$ cat config.mk
export PLATFORM = sky130hd
export DESIGN_NAME = wildcard_byte_pattern_scanner_unit_flat
export DESIGN_NICKNAME = d
export VERILOG_FILES = /design/src/hdl/wbps_pkg.sv /design/src/hdl/wbps_if.sv /design/src/hdl/wildcard_byte_pattern_scanner_unit.sv /design/src/flat_wrapper.sv
export VERILOG_INCLUDE_DIRS = /design/src /design/src/hdl
export SDC_FILE = /design/constraint.sdc
export NUM_CORES = 2
export LEC_CHECK = 0
export BUFFER_PORTS_ARGS = -buffer_cell sky130_fd_sc_hd__buf_2
export CAP_MARGIN = 20
export CELL_PAD_IN_SITES_DETAIL_PLACEMENT = 0
export CELL_PAD_IN_SITES_GLOBAL_PLACEMENT = 1
export CORE_MARGIN = 1.5
export CORE_UTILIZATION = 56
export DETAILED_ROUTE_END_ITERATION = 10
export HOLD_SLACK_MARGIN = 0.15
export PLACE_DENSITY_LB_ADDON = 0.1
export RECOVER_POWER = 50
export SLEW_MARGIN = 20
export SYNTH_ARGS = -nofsm -noshare
export SYNTH_HDL_FRONTEND = slang
export SYNTH_SLANG_ARGS = --single-unit
$ cat constraint.sdc
create_clock -name clk -period 25.9 [get_ports clk]
set_clock_uncertainty 0.15 [all_clocks]
set_input_delay 1.295 -clock clk [delete_from_list [all_inputs] [get_ports clk]]
set_output_delay 1.295 -clock clk [all_outputs]
set_load 0.05 [all_outputs]
$ cat src/hdl/wildcard_byte_pattern_scanner_unit_macros.svh
// assertion macros for the wildcard byte pattern scanner
// expects clk and arst_n in the scope where a macro is used
`ifndef WILDCARD_BYTE_PATTERN_SCANNER_UNIT_MACROS_SVH
`define WILDCARD_BYTE_PATTERN_SCANNER_UNIT_MACROS_SVH

// same-cycle implication, checked out of reset
`define WBPS_ASSERT_NOW(lbl, ante, cons) \
	lbl: assert property (@(posedge clk) disable iff (!arst_n) (ante) |-> (cons)) \
		else $error("scanner check failed");

// next-cycle implication, checked out of reset
`define WBPS_ASSERT_NEXT(lbl, ante, cons) \
	lbl: assert property (@(posedge clk) disable iff (!arst_n) (ante) |=> (cons)) \
		else $error("scanner check failed");

`endif

$ cat src/hdl/wbps_pkg.sv
// shared types and constants of the wildcard byte pattern scanner
// no dependencies
`timescale 1ns / 1ps

package wbps_pkg;

	localparam int PATTERN_MAX_DEF = 32;
	localparam int PATTERN_STORE   = 32;
	localparam int KIDX_W          = $clog2(PATTERN_STORE);
	localparam int LEN_W           = $clog2(PATTERN_STORE + 1);
	localparam int CFG_IDX_W       = 3;
	localparam int CFG_DATA_W      = 64;
	localparam int ADDR_W          = 64;
	localparam int OFFSET_W        = 32;

	// register indexes
	localparam logic [CFG_IDX_W-1:0] REG_PAT_LO    = 3'd0;
	localparam logic [CFG_IDX_W-1:0] REG_PAT_MID   = 3'd1;
	localparam logic [CFG_IDX_W-1:0] REG_PAT_UPPER = 3'd2;
	localparam logic [CFG_IDX_W-1:0] REG_PAT_TOP   = 3'd3;
	localparam logic [CFG_IDX_W-1:0] REG_WILD_MASK = 3'd4;
	localparam logic [CFG_IDX_W-1:0] REG_PAT_LEN   = 3'd5;
	localparam logic [CFG_IDX_W-1:0] REG_OFFSET    = 3'd6;

	typedef struct packed {
		logic [7:0]        data_byte;
		logic              byte_mapped;
		logic [ADDR_W-1:0] byte_address;
		logic              end_of_range;
	} in_item_t;

	typedef struct packed {
		logic              found;
		logic [ADDR_W-1:0] match_address;
	} out_item_t;

endpackage

$ cat src/hdl/wbps_if.sv
// valid/ready channel interfaces for scanner bytes and results
// depends on wbps_pkg
`timescale 1ns / 1ps

interface wbps_in_if import wbps_pkg::*; ();
	logic     valid;
	logic     ready;
	in_item_t payload;

	modport source (output valid, output payload, input ready);
	modport sink (input valid, input payload, output ready);
endinterface

interface wbps_out_if import wbps_pkg::*; ();
	logic      valid;
	logic      ready;
	out_item_t payload;

	modport source (output valid, output payload, input ready);
	modport sink (input valid, input payload, output ready);
endinterface

$ cat src/hdl/wildcard_byte_pattern_scanner_unit.sv
// wildcard byte pattern scanner: window shift, masked compare, result register
// depends on wbps_pkg, wbps_if and the scanner assertion macros
`timescale 1ns / 1ps

// Takes one memory byte per cycle while the result side keeps up, and keeps a
// sliding window of the last PATTERN_MAX bytes with their mapped flags. A byte
// request enters the window register on acceptance; from there the window is
// compared against the pattern in all lanes at once and the 64-bit match
// address is formed, both landing in the result register once the result side
// is free. Bytes are pipelined: a new byte is accepted while the previous one
// moves on to the result register. One result per range: found=1 at the first
// match, or found=0 on the last byte of a range with no match. No clearing pass
// after reset. The user must write configuration only while idle; the block itself does not enforce it.

`include "wildcard_byte_pattern_scanner_unit_macros.svh"

module wildcard_byte_pattern_scanner_unit import wbps_pkg::*; #(
	parameter int PATTERN_MAX = PATTERN_MAX_DEF
) (
	input  logic                  clk,
	input  logic                  arst_n,
	input  logic                  cfg_write,
	input  logic [CFG_IDX_W-1:0]  cfg_index,
	input  logic [CFG_DATA_W-1:0] cfg_data,
	wbps_in_if.sink               bytes,
	wbps_out_if.source            result
);

	localparam int LEN_LIM = (PATTERN_MAX < PATTERN_STORE) ? PATTERN_MAX : PATTERN_STORE;
	localparam int FILL_W  = $clog2(PATTERN_MAX + 1);

	// configuration
	logic [63:0]         pat_q [4];
	logic [31:0]         mask_q;
	logic [LEN_W-1:0]    plen_q;
	logic [OFFSET_W-1:0] offset_q;

	// window and stage one
	logic [7:0]             win_byte_q [PATTERN_MAX];
	logic [PATTERN_MAX-1:0] win_map_q;
	logic [FILL_W-1:0]      fill_q;
	logic                   clear_q;
	logic                   valid_s1;
	logic [ADDR_W-1:0]      addr_s1;
	logic                   last_s1;

	// result stage
	logic      reported_q;
	logic      out_valid_q;
	out_item_t out_item_q;

	logic                    in_fire;
	logic                    s2_free;
	logic                    s1_adv;
	logic                    emit;
	logic [LEN_W-1:0]        len_eff;
	logic [LEN_W-1:0]        len_m1;
	logic [PATTERN_MAX-1:0]  lane_ok;
	logic [8*PATTERN_STORE-1:0] pattern_all;
	logic                    match;
	logic [ADDR_W-1:0]       match_addr;

	always_ff @(posedge clk or negedge arst_n) begin
		if (!arst_n) begin
			pat_q[0] <= '0;
			pat_q[1] <= '0;
			pat_q[2] <= '0;
			pat_q[3] <= '0;
			mask_q   <= '0;
			plen_q   <= LEN_W'(1);
			offset_q <= '0;
		end else if (cfg_write) begin
			case (cfg_index)
				REG_PAT_LO:    pat_q[0] <= cfg_data;
				REG_PAT_MID:   pat_q[1] <= cfg_data;
				REG_PAT_UPPER: pat_q[2] <= cfg_data;
				REG_PAT_TOP:   pat_q[3] <= cfg_data;
				REG_WILD_MASK: mask_q   <= cfg_data[31:0];
				REG_PAT_LEN:   plen_q   <= cfg_data[LEN_W-1:0];
				REG_OFFSET:    offset_q <= cfg_data[OFFSET_W-1:0];
				default: begin
				end
			endcase
		end
	end

	assign s2_free      = !out_valid_q || result.ready;
	assign s1_adv       = valid_s1 && s2_free;
	assign bytes.ready  = !valid_s1 || s2_free;
	assign in_fire      = bytes.valid && bytes.ready;

	// old window contents need no clearing, the fill count hides them
	always_ff @(posedge clk) begin
		if (in_fire) begin
			for (int e = 0; e < PATTERN_MAX - 1; e++) begin
				win_byte_q[e] <= win_byte_q[e+1];
				win_map_q[e]  <= win_map_q[e+1];
			end
			win_byte_q[PATTERN_MAX-1] <= bytes.payload.data_byte;
			win_map_q[PATTERN_MAX-1]  <= bytes.payload.byte_mapped;
			addr_s1                   <= bytes.payload.byte_address;
			last_s1                   <= bytes.payload.end_of_range;
		end
	end

	always_ff @(posedge clk or negedge arst_n) begin
		if (!arst_n) begin
			fill_q   <= '0;
			clear_q  <= 1'b0;
			valid_s1 <= 1'b0;
		end else begin
			if (in_fire) begin
				valid_s1 <= 1'b1;
				clear_q  <= bytes.payload.end_of_range;
				if (clear_q) begin
					fill_q <= FILL_W'(1);
				end else if (fill_q != FILL_W'(PATTERN_MAX)) begin
					fill_q <= fill_q + 1'b1;
				end
			end else if (s2_free) begin
				valid_s1 <= 1'b0;
			end
		end
	end

	always_comb begin
		if (plen_q == '0) begin
			len_eff = LEN_W'(1);
		end else if (int'(plen_q) > LEN_LIM) begin
			len_eff = LEN_W'(LEN_LIM);
		end else begin
			len_eff = plen_q;
		end
	end

	assign len_m1      = len_eff - 1'b1;
	assign pattern_all = {pat_q[3], pat_q[2], pat_q[1], pat_q[0]};

	// lane e holds pattern byte e - (PATTERN_MAX - len) when that is not negative
	always_comb begin
		int               k;
		logic [KIDX_W-1:0] kidx;
		logic [7:0]       pb;
		for (int e = 0; e < PATTERN_MAX; e++) begin
			k    = e - (PATTERN_MAX - int'(len_eff));
			kidx = KIDX_W'(k);
			pb   = pattern_all[kidx*8 +: 8];
			lane_ok[e] = (k < 0) ||
				(win_map_q[e] && (mask_q[kidx] || win_byte_q[e] == pb));
		end
	end

	assign match      = (int'(fill_q) >= int'(len_eff)) && (&lane_ok);
	assign match_addr = addr_s1 - ADDR_W'(len_m1)
		+ {{(ADDR_W-OFFSET_W){offset_q[OFFSET_W-1]}}, offset_q};
	assign emit       = !reported_q && (match || last_s1);

	always_ff @(posedge clk or negedge arst_n) begin
		if (!arst_n) begin
			out_valid_q <= 1'b0;
			reported_q  <= 1'b0;
		end else begin
			if (s1_adv && emit) begin
				out_valid_q <= 1'b1;
			end else if (result.ready) begin
				out_valid_q <= 1'b0;
			end
			if (s1_adv) begin
				if (last_s1) begin
					reported_q <= 1'b0;
				end else if (!reported_q && match) begin
					reported_q <= 1'b1;
				end
			end
		end
	end

	always_ff @(posedge clk) begin
		if (s1_adv && emit) begin
			out_item_q.found         <= match;
			out_item_q.match_address <= match ? match_addr : '0;
		end
	end

	assign result.valid   = out_valid_q;
	assign result.payload = out_item_q;

	// a no-match result carries a zero address
	`WBPS_ASSERT_NOW(a_nomatch_zero, out_valid_q && !out_item_q.found, out_item_q.match_address == '0)
	// a first match inside a range mutes the rest of that range
	`WBPS_ASSERT_NEXT(a_match_mutes, s1_adv && !reported_q && match && !last_s1, reported_q)
	// a stage one request held back by the result side stays put
	`WBPS_ASSERT_NEXT(a_s1_hold, valid_s1 && !s2_free, valid_s1 && $stable(addr_s1) && $stable(last_s1))

endmodule
$ cat src/flat_wrapper.sv
// flat-port wrapper written by rule: the top's interface ports become plain ports
module wildcard_byte_pattern_scanner_unit_flat import wbps_pkg::*;
#(
	parameter int PATTERN_MAX = PATTERN_MAX_DEF
)
  (clk, arst_n, cfg_write, cfg_index, cfg_data, bytes_valid, bytes_payload, bytes_ready, result_valid, result_payload, result_ready);
  wbps_in_if bytes_i ();
  wbps_out_if result_i ();
  input  logic clk;
  input  logic arst_n;
  input  logic cfg_write;
  input  logic [CFG_IDX_W-1:0] cfg_index;
  input  logic [CFG_DATA_W-1:0] cfg_data;
  input wire logic [$bits(bytes_i.valid)-1:0] bytes_valid;
  input wire logic [$bits(bytes_i.payload)-1:0] bytes_payload;
  output wire logic [$bits(bytes_i.ready)-1:0] bytes_ready;
  output wire logic [$bits(result_i.valid)-1:0] result_valid;
  output wire logic [$bits(result_i.payload)-1:0] result_payload;
  input wire logic [$bits(result_i.ready)-1:0] result_ready;
  assign bytes_i.valid = bytes_valid;
  assign bytes_i.payload = bytes_payload;
  assign bytes_ready = bytes_i.ready;
  assign result_valid = result_i.valid;
  assign result_payload = result_i.payload;
  assign result_i.ready = result_ready;
  wildcard_byte_pattern_scanner_unit #(.PATTERN_MAX(PATTERN_MAX)) u_core (.clk(clk), .arst_n(arst_n), .cfg_write(cfg_write), .cfg_index(cfg_index), .cfg_data(cfg_data), .bytes(bytes_i), .result(result_i));
endmodule
==> impl_metrics.xml <==
<?xml version="1.0" encoding="UTF-8"?>
<metrics>
  <group name="setup_path">
    <metric name="worst_setup_path_start_kind" unit="">register</metric>
    <metric name="cp.required" unit="ns">26.10</metric>
    <metric name="reg2regPathDepth" unit="">23</metric>
    <metric name="worst-setup-path-type" unit="">reg -&gt; reg</metric>
    <metric name="crit-reg2reg-launch" unit="">u_core.plen_q[1]$_DFFE_PN0P_</metric>
    <metric name="end_kind" unit="">register</metric>
    <metric name="arrival" unit="ns">12.21</metric>
    <metric name="r2r_setup_slack" unit="ns">13.89</metric>
    <metric name="reg2reg_to" unit="">u_core.result.payload[14]$_SDFFCE_PN0P_</metric>
    <metric name="worst_setup_path_startpoint" unit="">u_core.plen_q[1]$_DFFE_PN0P_</metric>
    <metric name="worstPathMaxFanout" unit="">134</metric>
    <metric name="worst_setup_path_endpoint" unit="">u_core.result.payload[14]$_SDFFCE_PN0P_</metric>
  </group>
  <group name="routing">
    <metric name="wl" unit="µm">293000</metric>
    <metric name="antenna_viol_nets_final" unit="">0</metric>
    <metric name="detailroute.via_count" unit="">56000</metric>
    <metric name="drtPass1Iterations" unit="">10</metric>
    <metric name="drt-wirelength-per-cell" unit="µm">39.1</metric>
    <metric name="route.detailed.vias_per_inst" unit="">7.49</metric>
    <metric name="drtIter0Drc" unit="">9274</metric>
    <metric name="route.detailed.drc" unit="">0</metric>
  </group>
  <group name="floorplanning">
    <metric name="dieHeight" unit="µm">337</metric>
    <metric name="die_area" unit="mm²">0.113</metric>
    <metric name="num_io_pins" unit="">213</metric>
    <metric name="core.rowCount" unit="">122</metric>
    <metric name="floorplan.die.width" unit="µm">337</metric>
    <metric name="initial_utilization" unit="%">56.4</metric>
    <metric name="core_area" unit="mm²">0.111</metric>
  </group>
  <group name="power_and_ir_drop">
    <metric name="ir_worst_vdd" unit="mV">0.100</metric>
    <metric name="total_power_consumption_of_the_routed_design" unit="mW">10.0</metric>
    <metric name="cellLeakagePower" unit="nW">27.5</metric>
    <metric name="power_density" unit="mW/mm²">147</metric>
  </group>
  <group name="clocking">
    <metric name="postCtsResizedCells" unit="">0</metric>
    <metric name="tritoncts" unit="">done</metric>
    <metric name="cts_max_path_buffers" unit="">3</metric>
    <metric name="post_cts_buffers" unit="">0</metric>
    <metric name="ctsHtreeMaxLevel" unit="">3</metric>
    <metric name="cts_sinks" unit="">754</metric>
    <metric name="clk_root_buffer_cell" unit="">clkbuf_16</metric>
    <metric name="clkLatencyLatePin" unit="ns">0.74</metric>
    <metric name="numCtsBuffers" unit="">88</metric>
    <metric name="worst_setup_hold_path_clk_slew" unit="ns">0.07</metric>
    <metric name="cts_hold_repair.buffers" unit="">0</metric>
  </group>
  <group name="yosys">
    <metric name="yosys_most_used_dff" unit="">edfxtp_1</metric>
    <metric name="ys_seq_elements" unit="">754</metric>
    <metric name="async_reset_ff_share" unit="%">44.6</metric>
    <metric name="sequential_share_of_the_synthesized_area" unit="%">33.7</metric>
    <metric name="synthCells" unit="">5839</metric>
    <metric name="netlist-cell-type-count" unit="">104</metric>
    <metric name="synth_common_cells" unit="">mux2i_1 (696), edfxtp_1 (418), mux2_2 (382)</metric>
    <metric name="synth.area.top_cells" unit="">edfxtp_1 (20%), dfrtp_1 (13%), mux4_2 (12%), mux2i_1 (11%), mux2_2 (6.9%)</metric>
    <metric name="synth_warnings" unit="">0</metric>
    <metric name="syn_area_per_cell" unit="µm²">10.7</metric>
    <metric name="synthesis.area" unit="mm²">0.0623</metric>
    <metric name="synthMostInstantiatedCell" unit="">mux2i_1</metric>
    <metric name="synth_largest_area_cell" unit="">edfxtp_1</metric>
    <metric name="synth-edff-count" unit="">418</metric>
    <metric name="synth_largest_type_area_fraction" unit="%">20.2</metric>
    <metric name="mappedNetlistNets" unit="">6130</metric>
  </group>
  <group name="run_status">
    <metric name="status" unit="">finished, violations left</metric>
    <metric name="failed_checks" unit="">capacitance limit, slew limit</metric>
  </group>
  <group name="timing">
    <metric name="final-hold-violation-count" unit="">0</metric>
    <metric name="fin_setup_tns" unit="ns">0</metric>
    <metric name="max_clock_freq" unit="MHz">83.3</metric>
    <metric name="slew_violations" unit="">534</metric>
    <metric name="final_critical_path_setup_slack" unit="ns">13.89</metric>
    <metric name="fin_crit_sh" unit="%">46.4</metric>
    <metric name="setup_viol" unit="">0</metric>
    <metric name="grt_setup_unrepaired" unit="">no</metric>
    <metric name="max_slew.worst_pin.slew" unit="ns">6.43</metric>
    <metric name="timing.final.crit_period" unit="ns">12.01</metric>
    <metric name="timing.slew.headroom" unit="%">-331</metric>
  </group>
  <group name="placed_design">
    <metric name="buffers_on_ports" unit="">212</metric>
    <metric name="dpl_worst_slack" unit="ns">14.30</metric>
    <metric name="dp_hpwl" unit="µm">223000</metric>
    <metric name="gp_congestion" unit="">1.13</metric>
  </group>
  <group name="min_path">
    <metric name="min_path_type" unit="">reg -&gt; reg</metric>
    <metric name="timing.hold.worst_path_depth" unit="">0</metric>
  </group>
  <group name="layout">
    <metric name="syn_to_final_growth" unit="%">9.27</metric>
    <metric name="final_nets" unit="">6187</metric>
    <metric name="drive_above_1_share" unit="%">22.3</metric>
  </group>
  <group name="grt">
    <metric name="grtUsageTotal" unit="%">51.0</metric>
    <metric name="grt_max_degree" unit="">159</metric>
    <metric name="global_route.overflow_total" unit="">0</metric>
    <metric name="grt_antenna_before_repair" unit="">41</metric>
    <metric name="grt_first_pass_wirelength" unit="µm">400000</metric>
    <metric name="grt_pass1_vias" unit="">50700</metric>
  </group>
  <group name="job">
    <metric name="maxCapViolCount" unit="">8</metric>
  </group>
</metrics>
how the worst min path moves through the flow:
| stage | slack (ns) | startpoint | to |
|---|---|---|---|
| after floorplan | 0.27 | u_core.win_map_q[22]$_DFFE_PP_ | u_core.win_map_q[21]$_DFFE_PP_ |
| after global placement | 0.28 | u_core.win_map_q[15]$_DFFE_PP_ | u_core.win_map_q[14]$_DFFE_PP_ |
| after detailed placement | 0.29 | u_core.win_map_q[6]$_DFFE_PP_ | u_core.win_map_q[5]$_DFFE_PP_ |
| after CTS | 0.30 | u_core.win_map_q[26]$_DFFE_PP_ | u_core.win_map_q[25]$_DFFE_PP_ |
| after global routing | 0.32 | u_core.win_map_q[26]$_DFFE_PP_ | u_core.win_map_q[25]$_DFFE_PP_ |
| final | 0.29 | u_core.win_map_q[26]$_DFFE_PP_ | u_core.win_map_q[25]$_DFFE_PP_ |
logic make-up (layout without fill, tap and decap cells):
family                     count (synthesis)  in the layout  synth area share, %
AOI/OAI and AO/OA                        955            955                 10.5
xor gates and xnor gates                 455            455                 6.51
adders and majority gates                145            145                 2.98
buffers and inverters                    691            821                 4.68
DFF                                      754            754                 33.7
muxes                                   1403           1403                 29.8
other                                      0             24                    0
and+or+nand+nor                         1436           1436                 11.9
through the flow:
stage	instance area [µm²]	hold WS (ns)	utilization, %	cells
after CTS	68000	0.297	61.5	7456
after global placement	65100	0.285	58.9	7292
after detailed placement	65100	0.289	58.9	7293
after global routing	68000	0.317	61.6	7465
after floorplan	62300	0.267	-	5839
final	68100	0.293	61.6	7481
sequential cells by signal (all words and copies together), names as in the netlist:
name / flops
u_core.clear_q: 1
u_core.mask_q: 32
u_core.addr_s1: 64
u_core.valid_s1: 1
u_core.result.valid: 1
u_core.reported_q: 1
u_core.fill_q: 6
u_core.result.payload: 65
u_core.win_byte_q: 256
u_core.offset_q: 32
u_core.pat_q: 256
u_core.last_s1: 1
u_core.win_map_q: 32
u_core.plen_q: 6
report_power, final:
part	internal (mW)	total [mW]	switching, mW
clock network	0.726	1.28	0.556
logic	2.48	6.94	4.47
registers	1.44	1.80	0.355
layer usage:
| metal | track usage, % | part of all wire [%] | vias to the layer above |
|---|---|---|---|
| li1 | - | - | 22500 |
| met1 | 62.8 | 35 | 27500 |
| met2 | 67.7 | 39 | 4839 |
| met3 | 27.3 | 18 | 1190 |
| met4 | 35.5 | 8.8 | 16 |
| met5 | 0.723 | 0.071 | - |
area by class of cell:
class                   count  area [µm²]
well taps                1488        1860
repair buffers            387        2380
diodes                     24        60.1
multi-input cells        4394       38900
flip-flops and latches    754       21000
clock inverters            47         500
fillers                  9092       42500
inverters                 271        1030
clock buffers             116        2390
cell usage in the layout (no fill, tap or decap), drive strengths merged, types with 46 or more instances in the layout:
cell / netlist / final
nor2: 174 / 174
a21oi: 200 / 200
and2: 69 / 69
xor2: 170 / 170
nor3: 198 / 198
and3: 74 / 74
ha: 139 / 139
dfrtp: 335 / 335
xnor2: 285 / 285
edfxtp: 418 / 418
a22oi: 101 / 101
buf: 214 / 371
a31oi: 80 / 80
mux4: 321 / 321
nand2: 375 / 375
or3: 94 / 94
o21ai: 140 / 140
nand3: 134 / 134
o22ai: 46 / 46
clkbuf: 206 / 132
nor4: 89 / 89
mux2: 385 / 385
nand4: 73 / 73
a211oi: 56 / 56
mux2i: 697 / 697
inv: 267 / 278
critical path, cell delays in order (launching register included):
cell       delay [ns]
dfrtp_2          0.36
buf_4            0.66
nor2b_4          0.32
buf_12           0.52
inv_6            0.51
ha_4             0.52
buf_4            0.58
ha_1             0.74
clkinv_1         0.54
nand3_1          0.18
buf_4            0.34
nand2_1          0.68
mux4_2           0.72
a211oi_1         0.29
xor2_1           0.10
nor4_1           0.53
a31oi_1          0.33
a2111oi_0        0.44
nand4_1          0.21
nor4_4           0.44
buf_4            0.54
o21bai_1         0.23
nor2_4           0.74
buf_4            0.54
Power figures use the tool's default switching activity.
